File: config.mk
export PLATFORM = sky130hd
export DESIGN_NAME = byte_stack_multi_width_core
export DESIGN_NICKNAME = d
export VERILOG_FILES = /design/src/hw/rtl/bsmw_pkg.sv /design/src/hw/rtl/bsmw_ram.sv /design/src/hw/rtl/bsmw_lane.sv /design/src/hw/rtl/bsmw_merge.sv /design/src/hw/rtl/byte_stack_multi_width_core.sv
export SDC_FILE = /design/constraint.sdc
export NUM_CORES = 1
export LEC_CHECK = 0
export BUFFER_PORTS_ARGS = -buffer_cell sky130_fd_sc_hd__buf_2
export CAP_MARGIN = 20
export CELL_PAD_IN_SITES_DETAIL_PLACEMENT = 0
export CELL_PAD_IN_SITES_GLOBAL_PLACEMENT = 1
export CORE_UTILIZATION = 30
export DETAILED_ROUTE_END_ITERATION = 8
export PLACE_DENSITY = 0.61
export REMOVE_ABC_BUFFERS = 1
export SETUP_SLACK_MARGIN = 0.3
export SYNTH_ARGS = -nofsm -noshare
export SYNTH_HDL_FRONTEND = slang
export SYNTH_HIERARCHICAL = 1
export SYNTH_SLANG_ARGS = --single-unit
File: constraint.sdc
create_clock -name clk -period 9 [get_ports clk]
set_input_delay 1.35 -clock clk [delete_from_list [all_inputs] [get_ports clk]]
set_output_delay 1.35 -clock clk [all_outputs]
set_load 0.05 [all_outputs]
File: src/hw/rtl/bsmw_pkg.sv
// ----------------------------------------------------------------------------
// bsmw_pkg
// Shared types and constants for the multi-width byte stack.
// ----------------------------------------------------------------------------
package bsmw_pkg;

    localparam int LANES     = 8;   // byte lanes, one per byte of the widest element
    localparam int POS_W     = 8;   // byte position width (positions 0..255)
    localparam int SIZE_W    = 4;   // element size in bytes, 1..8
    localparam int FILL_OUT_W = 7;

    typedef enum logic [2:0] {
        CMD_PUSH       = 3'd0,
        CMD_POP        = 3'd1,
        CMD_PEEK_LAST  = 3'd2,
        CMD_PEEK_FIRST = 3'd3,
        CMD_CLEAR      = 3'd4
    } cmd_t;

    localparam logic [1:0] ST_OK        = 2'd0;
    localparam logic [1:0] ST_OVERFLOW  = 2'd1;
    localparam logic [1:0] ST_UNDERFLOW = 2'd2;

    // Per-request lane access, broadcast to all byte lanes
    typedef struct packed {
        logic                en;
        logic                we;
        logic [POS_W-1:0]    base;
        logic [SIZE_W-1:0]   n;
    } bsmw_acc_t;

endpackage

File: src/hw/rtl/bsmw_ram.sv
// ----------------------------------------------------------------------------
// bsmw_ram
// Generic single-port RAM with registered read data.
// ----------------------------------------------------------------------------
module bsmw_ram #(
    parameter int WIDTH = 8,
    parameter int DEPTH = 8
) (
    input  logic                                     clk,
    input  logic                                     en,
    input  logic                                     we,
    input  logic [((DEPTH > 1) ? $clog2(DEPTH) : 1)-1:0] addr,
    input  logic [WIDTH-1:0]                         wdata,
    output logic [WIDTH-1:0]                         rdata
);

    logic [WIDTH-1:0] mem_reg [DEPTH];
    logic [WIDTH-1:0] rdata_reg;

    always_ff @(posedge clk)
    begin
        if (en)
        begin
            if (we)
            begin
                mem_reg[addr] <= wdata;
            end
            else
            begin
                rdata_reg <= mem_reg[addr];
            end
        end
    end

    assign rdata = rdata_reg;

endmodule

File: src/hw/rtl/bsmw_lane.sv
// ----------------------------------------------------------------------------
// bsmw_lane
// One byte lane: holds every byte whose position is LANE modulo 8.
// ----------------------------------------------------------------------------
module bsmw_lane
    import bsmw_pkg::*;
#(
    parameter int LANE = 0,
    parameter int ROWS = 8
) (
    input  logic              clk,
    input  bsmw_acc_t         acc,
    input  logic [63:0]       push_value,
    output logic [7:0]        lane_byte
);

    localparam int ROW_W = (ROWS > 1) ? $clog2(ROWS) : 1;
    localparam logic [2:0] LANE_ID = 3'(LANE);

    logic [2:0]       ofs;
    logic             active;
    logic [POS_W:0]   pos;
    logic [POS_W-3:0] row;
    logic [ROW_W-1:0] addr;
    logic [7:0]       wdata;

    always_comb
    begin
        // byte index within the element that lands in this lane
        ofs    = LANE_ID - acc.base[2:0];
        active = ({1'b0, ofs} < acc.n);
        pos    = {1'b0, acc.base} + (POS_W + 1)'(ofs);
        row    = pos[POS_W:3];
        addr   = row[ROW_W-1:0];
        wdata  = push_value[8*ofs +: 8];
    end

    bsmw_ram #(
        .WIDTH (8),
        .DEPTH (ROWS)
    ) u_ram (
        .clk   (clk),
        .en    (acc.en & active),
        .we    (acc.we),
        .addr  (addr),
        .wdata (wdata),
        .rdata (lane_byte)
    );

endmodule

File: src/hw/rtl/bsmw_merge.sv
// ----------------------------------------------------------------------------
// bsmw_merge
// Rotates the lane read bytes back into element order, zeroes unused bytes.
// ----------------------------------------------------------------------------
module bsmw_merge
    import bsmw_pkg::*;
(
    input  logic [LANES-1:0][7:0] lane_bytes,
    input  logic [2:0]            base_lo,
    input  logic [SIZE_W-1:0]     n,
    input  logic                  rd,
    output logic [63:0]           read_value
);

    always_comb
    begin
        for (int i = 0; i < LANES; i++)
        begin
            if (rd && (SIZE_W'(i) < n))
            begin
                read_value[8*i +: 8] = lane_bytes[3'(base_lo + 3'(i))];
            end
            else
            begin
                read_value[8*i +: 8] = 8'd0;
            end
        end
    end

endmodule

File: src/hw/rtl/byte_stack_multi_width_core.sv
// ----------------------------------------------------------------------------
// byte_stack_multi_width_core
// Byte-addressed stack with 1/2/4/8-byte little-endian push/pop/peek/clear.
// Lane RAMs and first stage register each request, then the output register.
// Throughput: one request per cycle while not stalled; eight byte-lane RAMs
// are read/written in the accept cycle; only the fill count spans requests.
// Reset: fill count and pipeline valids clear; store contents are undefined
// until written, with no clearing pass.
// ----------------------------------------------------------------------------
module byte_stack_multi_width_core
    import bsmw_pkg::*;
#(
    parameter int STORE_BYTES = 64
) (
    input  logic        clk,
    input  logic        rst_n,
    input  logic        in_valid,
    output logic        in_stall,
    input  logic [2:0]  command,
    input  logic [1:0]  size_code,
    input  logic [63:0] push_value,
    output logic        out_valid,
    input  logic        out_stall,
    output logic [63:0] read_value,
    output logic [6:0]  fill_after,
    output logic [1:0]  status
);

    localparam int FILL_W = $clog2(STORE_BYTES + 1);
    localparam int ROWS   = (STORE_BYTES + 7) / 8;

    logic [FILL_W-1:0] fill_reg, fill_next;

    // request decode
    logic [SIZE_W-1:0] n;
    logic [FILL_W-1:0] n_f;
    logic [FILL_W:0]   sum;
    logic              over;
    logic              under;
    logic [FILL_W-1:0] base;
    logic              do_read;
    logic              do_write;
    logic [1:0]        st;
    logic              in_acc;
    bsmw_acc_t         acc;

    // first stage: RAM access in flight
    logic              p1_valid_reg;
    logic              p1_rd_reg;
    logic [2:0]        p1_base_reg;
    logic [SIZE_W-1:0] p1_n_reg;
    logic [6:0]        p1_fill_reg;
    logic [1:0]        p1_status_reg;
    logic              p1_adv;

    // output register
    logic              out_valid_reg;
    logic [63:0]       out_value_reg;
    logic [6:0]        out_fill_reg;
    logic [1:0]        out_status_reg;

    logic [LANES-1:0][7:0] lane_bytes;
    logic [63:0]           merged;

    assign p1_adv   = p1_valid_reg && (!out_valid_reg || !out_stall);
    assign in_stall = p1_valid_reg && !p1_adv;
    assign in_acc   = in_valid && !in_stall;

    always_comb
    begin
        n        = SIZE_W'(4'd1 << size_code);
        n_f      = FILL_W'(n);
        sum      = {1'b0, fill_reg} + (FILL_W + 1)'(n);
        over     = (sum > (FILL_W + 1)'(STORE_BYTES));
        under    = (fill_reg < n_f);
        fill_next = fill_reg;
        base     = '0;
        do_read  = 1'b0;
        do_write = 1'b0;
        st       = ST_OK;
        unique case (cmd_t'(command))
            CMD_PUSH:
            begin
                do_write = 1'b1;
                if (over)
                begin
                    st        = ST_OVERFLOW;
                    fill_next = n_f;
                end
                else
                begin
                    base      = fill_reg;
                    fill_next = sum[FILL_W-1:0];
                end
            end
            CMD_POP:
            begin
                if (under)
                begin
                    st = ST_UNDERFLOW;
                end
                else
                begin
                    do_read   = 1'b1;
                    base      = fill_reg - n_f;
                    fill_next = fill_reg - n_f;
                end
            end
            CMD_PEEK_LAST:
            begin
                if (under)
                begin
                    st = ST_UNDERFLOW;
                end
                else
                begin
                    do_read = 1'b1;
                    base    = fill_reg - n_f;
                end
            end
            CMD_PEEK_FIRST:
            begin
                if (under)
                begin
                    st = ST_UNDERFLOW;
                end
                else
                begin
                    do_read = 1'b1;
                end
            end
            CMD_CLEAR:
            begin
                fill_next = '0;
            end
            default:
            begin
            end
        endcase

        acc.en   = in_acc && (do_read || do_write);
        acc.we   = do_write;
        acc.base = POS_W'(base);
        acc.n    = n;
    end

    always_ff @(posedge clk or negedge rst_n)
    begin
        if (!rst_n)
        begin
            fill_reg      <= '0;
            p1_valid_reg  <= 1'b0;
            out_valid_reg <= 1'b0;
        end
        else
        begin
            if (in_acc)
            begin
                fill_reg <= fill_next;
            end
            if (in_acc)
            begin
                p1_valid_reg <= 1'b1;
            end
            else if (p1_adv)
            begin
                p1_valid_reg <= 1'b0;
            end
            if (p1_adv)
            begin
                out_valid_reg <= 1'b1;
            end
            else if (!out_stall)
            begin
                out_valid_reg <= 1'b0;
            end
        end
    end

    always_ff @(posedge clk)
    begin
        if (in_acc)
        begin
            p1_rd_reg     <= do_read;
            p1_base_reg   <= base[2:0];
            p1_n_reg      <= n;
            p1_fill_reg   <= 7'(fill_next);
            p1_status_reg <= st;
        end
        if (p1_adv)
        begin
            out_value_reg  <= merged;
            out_fill_reg   <= p1_fill_reg;
            out_status_reg <= p1_status_reg;
        end
    end

    for (genvar g = 0; g < LANES; g++)
    begin : g_lane
        bsmw_lane #(
            .LANE (g),
            .ROWS (ROWS)
        ) u_lane (
            .clk        (clk),
            .acc        (acc),
            .push_value (push_value),
            .lane_byte  (lane_bytes[g])
        );
    end

    bsmw_merge u_merge (
        .lane_bytes (lane_bytes),
        .base_lo    (p1_base_reg),
        .n          (p1_n_reg),
        .rd         (p1_rd_reg),
        .read_value (merged)
    );

    assign out_valid  = out_valid_reg;
    assign read_value = out_value_reg;
    assign fill_after = out_fill_reg;
    assign status     = out_status_reg;

`ifndef ASSERT_OFF
    a_fill_bound: assert property (@(posedge clk) disable iff (!rst_n)
        fill_reg <= FILL_W'(STORE_BYTES))
        else $error("fill count beyond store size");

    a_under_hold: assert property (@(posedge clk) disable iff (!rst_n)
        (in_acc && st == ST_UNDERFLOW) |=> fill_reg == $past(fill_reg))
        else $error("refused request changed fill count");

    a_ovf_zero: assert property (@(posedge clk) disable iff (!rst_n)
        (out_valid && status != ST_OK) |-> read_value == 64'd0)
        else $error("nonzero data on overflow or underflow result");

    a_stall_back: assert property (@(posedge clk) disable iff (!rst_n)
        (p1_valid_reg && out_valid_reg && out_stall) |-> in_stall)
        else $error("request taken while pipeline blocked");
`endif

endmodule

## After elaboration in Yosys (flattened, before gate mapping)

Memory sizes are Yosys's and may differ from the RTL's. A register that Yosys moved wholly into a read port is not among the register bits.
Cells that the tools add are included.

| operators by class | value |
|---|---|
| muxes and demuxes | 49 |
| equal/unequal tests | 5 |
| bitwise operators | 9 |
| reduce and logical (&&, ||, !) cells | 30 |
| magnitude comparators | 26 |
| add/subtract/negate cells | 25 |
| shifts and indexed selects | 9 |

Operators with widths:

| operator | count |
|---|---|
| variable part select 64 x 7 -> 8 bit | 8 |
| binary-select mux 8 bit (select 3 bit) | 8 |
| 2-to-1 mux 8 bit | 8 |
| adder 6 x 3 -> 6 bit | 8 |
| less-than comparator 3 x 4 -> 1 bit | 8 |
| less-than comparator 3 x 4 -> 1 bit, second input constant | 8 |
| 2-to-1 mux 1 bit | 25 |
| case mux 7 bit (3 select lines) | 1 |
| less-than comparator 3 x 4 -> 1 bit, first input constant | 4 |
| AND reduction 2 bit | 8 |
| 2-to-1 mux 7 bit | 2 |
| adder 3 bit, second input constant | 4 |
| logical AND 1 bit | 12 |
| 2-to-1 mux 6 bit | 2 |
| case mux 6 bit (2 select lines) | 1 |
| subtractor 3 bit, first input constant | 4 |
| adder 7 x 4 -> 8 bit | 1 |
| AND 1 bit | 8 |
| greater-than comparator 8 x 7 -> 1 bit, second input constant | 1 |
| less-than comparator 1 x 4 -> 1 bit, first input constant | 2 |
| less-than comparator 2 x 4 -> 1 bit, first input constant | 2 |
| less-than comparator 7 x 4 -> 1 bit | 1 |
| subtractor 7 x 4 -> 7 bit | 1 |
| adder 3 x 2 -> 3 bit, second input constant | 2 |
| other kinds (17) | 24 |

| word-level totals | value |
|---|---|
| bits of input ports | 73 |
| RAM bits | 512 |
| flip-flop bits (word level) | 99 |
| output and inout port bits | 75 |
| memories kept | 8 |
| word-level logic and storage cells | 179 |

Memory list:

| memory | depth | width | rd ports | clocked after memory_dff | wr ports | line | RTL |
|---|---|---|---|---|---|---|---|
| g_lane[0].u_lane.u_ram.mem_reg | 8 | 8 | 1 | 1 | 1 | bsmw_ram.sv:17 | `logic [WIDTH-1:0] mem_reg [DEPTH];` |
| g_lane[1].u_lane.u_ram.mem_reg | 8 | 8 | 1 | 1 | 1 | bsmw_ram.sv:17 |  |
| g_lane[2].u_lane.u_ram.mem_reg | 8 | 8 | 1 | 1 | 1 | bsmw_ram.sv:17 |  |
| g_lane[3].u_lane.u_ram.mem_reg | 8 | 8 | 1 | 1 | 1 | bsmw_ram.sv:17 |  |
| g_lane[4].u_lane.u_ram.mem_reg | 8 | 8 | 1 | 1 | 1 | bsmw_ram.sv:17 |  |
| g_lane[5].u_lane.u_ram.mem_reg | 8 | 8 | 1 | 1 | 1 | bsmw_ram.sv:17 |  |
| +2 memories | -- | -- | -- | -- | -- | -- |  |

## Longest topological paths before layout

| depth | value |
|---|---|
| depth in word-level cells | 11 |
| mapped depth | 25 |
| gate-level depth less buffers | 19 |

## By module

The synthesis kept the hierarchy.

By module, submodules not included:

| module | times used | area an instance (sq um) | sequential area each (sq um) | cells each |
|---|---|---|---|---|
| bsmw_ram | 8 | 2,786.4 | 2,162.1 | 124 |
| byte_stack_multi_width_core | 1 | 4,235.3 | 2,927.8 | 281 |
| bsmw_merge | 1 | 2,859.0 | 0.0 | 322 |
| bsmw_lane (g_lane[4].u_lane) | 1 | 724.4 | 0.0 | 72 |
| bsmw_lane (g_lane[0].u_lane) | 1 | 704.4 | 0.0 | 67 |
| bsmw_lane (g_lane[6].u_lane) | 1 | 704.4 | 0.0 | 68 |
| bsmw_lane (g_lane[2].u_lane) | 1 | 695.7 | 0.0 | 67 |
| bsmw_lane (g_lane[1].u_lane) | 1 | 655.6 | 0.0 | 64 |
| bsmw_lane (g_lane[3].u_lane) | 1 | 654.4 | 0.0 | 43 |
| bsmw_lane (g_lane[5].u_lane) | 1 | 634.4 | 0.0 | 60 |
| bsmw_lane (g_lane[7].u_lane) | 1 | 590.6 | 0.0 | 56 |

## Worst setup path before layout

Ideal clock, no wire load.

| timing path | value |
|---|---|
| kind | in2reg |
| from | input out_stall |
| to | register out_fill_reg[0] (netlist: fill_after[0]) (enable) |
| stages on the path | 1 |
| buffers on the path | 0 |
| arrival time | 6,663 ps |
| library setup time | 615 ps |
| path slack | 1,722 ps |
| required time | 8,385 ps |
| cells stage by stage | a21boi_0 |

| between the ends | value |
|---|---|
| longest elaborated chain between the ends | 3 |

Ends and longest elaborated chain:

| item | line | RTL |
|---|---|---|
| start, declared | byte_stack_multi_width_core.sv:23 | `input logic out_stall,` |
| zero test 1 bit | -- |  |
| logical OR 1 bit | byte_stack_multi_width_core.sv:65 | `assign p1_adv = p1_valid_reg && (!out_valid_reg \|\| !out_stall);` |
| logical AND 1 bit | byte_stack_multi_width_core.sv:65 |  |
| end signal, assigned | byte_stack_multi_width_core.sv:193 | `out_fill_reg <= p1_fill_reg;` |
| end, declared | byte_stack_multi_width_core.sv:59 | `logic [6:0] out_fill_reg;` |

Every way passes these cells.
A chain may end at the register's enable or synchronous reset.

==> reports/qor.yml <==
run_status:
  status: "finished, final reports clean"
placement:
  dp.cells: 3684
  place.gp.congestion: 0.881
  portBuffers: 147
  hpwl_um: 72700
critical_path:
  critPathCaptureType: "flop"
  start_kind: "primary input"
  cp_data_arrival_time_ps: 7520
  critPathKind: "primary input to flop"
  crit_fanout: 38
  cp.required_ps: 9260
  r2r_cells: 16
global_route:
  grtUsageTotal_pct: 16.7
  antenna_found_initial: 8
  grt_pass1_wl_um: 142000
  grt_max_degree: 74
  overflow: 0
  grt_pass1_vias: 20000
sta:
  max_freq_mhz: 138
  period_share_pct: 80.7
  rsz0062_at_grt: "no"
  slew_headroom_pct: 28.3
  worst_slew_pin_slew_ps: 1070
  hold_violations: 0
  finClkSkew_ps: 29.6
  setup_viol: 0
  fin_crit_ps: 7260
  drv_slew: 0
  fin_hold_ws_ps: 417
synth:
  syn_inst: 2090
  ys_warn_count: 6
  syn_area_per_cell_um2: 16.6
  netlist_area_um2: 34700
finish:
  fillCellCount: 10900
  nNetsFinal: 2371
  largest_reg_flops: 512
  multiInputGateArea_um2: 13400
  seq_area_um2: 20200
  areaGrowthSynthToFinish_pct: 13.4
  layout-drive-gt1-share_pct: 26.3
  stdcell_count: 3826
routing:
  via_count: 20500
  routed_via_density: 5.35
  drt_wl_total_um: 99400
  drc: 0
  first_pass_iters: 8
  drtIter0Drc: 2173
  ant_nets: 0
  avgRoutedWirePerCell_um: 26.0
power_and_ir_drop:
  pwr-share-seq_pct: 37.3
  internal_power_mw: 7.44
  p_clk_share_pct: 26.4
  leakagePower_nw: 13.3
  peakVddDrop_mv: 0.155
  swShare_pct: 34.9
  power_density_nw_per_um2: 290
  power_frac_comb_pct: 36.3
  switching_power_mw: 3.98
floorplan:
  core.rowCount: 124
  die-area_um2: 117000
  initial_core_util_pct: 30.3
  io_pins: 148
  fp.dieW_um: 342
  die_y_um: 342
  fp.coreArea_um2: 115000
clock_network:
  cts_tree: "built"
  htreeDepth: 3
  cts-root-buf: "clkbuf_16"
  cts_setup_buffers: 0
  path_clk_slew_ps: 60
  cts.sinks: 675
  holdBufCountCts: 0
  cts_buffer_depth: 3
  clock_latency_ps: 640
  cts_resized: 0
  cts_buffers: 76
min_path:
  worstHoldPathType: "flop to flop"
  holdPathStages: 0
run:
  cap_violations: 0
[cell usage in the layout, fill, tap and decap left out, types with 5 or more instances in the layout]
| cell | count |
|---|---|
| xnor2_1 | 12 |
| o21a_1 | 9 |
| edfxtp_1 | 666 |
| clkbuf_1 | 11 |
| o22ai_1 | 31 |
| xnor2_2 | 7 |
| o32ai_1 | 8 |
| a21oi_1 | 32 |
| clkinv_2 | 12 |
| a21o_1 | 10 |
| a22o_1 | 34 |
| inv_2 | 15 |
| dfrtp_1 | 9 |
| buf_2 | 147 |
| nor2_1 | 105 |
| nor4_1 | 6 |
| inv_6 | 8 |
| o21ai_1 | 9 |
| ha_1 | 43 |
| clkinv_4 | 5 |
| xor2_2 | 5 |
| clkbuf_16 | 76 |
| mux4_1 | 154 |
| nand3_1 | 32 |
| nor2b_1 | 13 |
| o311ai_0 | 8 |
| nand3b_1 | 16 |
| nor3_1 | 37 |
| mux2_4 | 8 |
| o21ai_0 | 35 |
| clkinv_1 | 16 |
| bufinv_16 | 5 |
| inv_1 | 39 |
| mux2i_1 | 51 |
| xor2_1 | 10 |
| nand2_1 | 234 |
| nand2b_1 | 27 |
| mux4_2 | 118 |
| buf_4 | 64 |
| mux2_2 | 98 |
[critical path, stage by stage]
cell	delay, ps
buf_2	110
nor2b_1	140
buf_4	250
inv_1	70
ha_1	460
nor2_1	90
a221oi_1	330
xnor2_1	270
o2111ai_4	300
a21boi_4	380
a22o_4	530
ha_1	370
buf_4	230
xnor2_1	160
a311oi_2	390
nor2_1	90
xor2_1	840
nand3_1	310
nor2_1	770
[worst paths after layout]
path / from / to / slack [ps]
worst max-delay path: size_code[1] / g_lane[2].u_lane/u_ram/mem_reg[5][3] / 1740
max in group asynchronous: rst_n / fill_reg[2] / 8230
worst min register to register: p1_fill_reg[0] / fill_after[0] / 420
min in group asynchronous: rst_n / out_valid / 570
worst max register to register: fill_reg[0] / g_lane[2].u_lane/u_ram/mem_reg[5][3] / 2420
worst min-delay path: p1_fill_reg[0] / fill_after[0] / 420
[per-layer routing]
metal	GRT usage [%]	vias up	wire length (um)
met2	26.4	877	46100
met3	3.55	128	6970
met1	23.2	10600	43700
met5	0	-	49
li1	-	8883	-
met4	4.76	8	2510
[power groups by stage]
| stage | combinational [mW] | clock (mW) | sequential [mW] |
|---|---|---|---|
| final | 4.15 | 3.01 | 4.26 |
| after global routing | 4.42 | 3.21 | 4.28 |
| after CTS | 4.14 | 3.09 | 4.26 |
| after detailed placement | 4.13 | 0 | 4.33 |
| after global placement | 4.05 | 0 | 4.33 |
| after floorplan | 2.65 | 0 | 4.40 |
[cell type report]
class	count	share of cell area [%]
Clock buffer	89	5.00
Inverter	55	0.524
Antenna cell	1	0.00635
Sequential cell	675	51.3
Tap cell	1512	4.80
Timing Repair Buffer	214	3.23
Clock inverter	50	1.12
Multi-Input combinational cell	1230	34.0
[per-stage QoR]
step	setup slack (ps)	power, mW	instance area [um2]	TNS, ps	utilization (%)
after floorplan	-3620	7.05	33700	-1474100	-
after global placement	1180	8.37	36900	0	32.2
after detailed placement	1020	8.46	36900	0	32.3
after CTS	1720	11.5	39400	0	34.4
after global routing	1370	11.9	39400	0	34.4
final	1740	11.4	39400	0	34.4
Note: power is estimated with default switching activity, not from simulation.
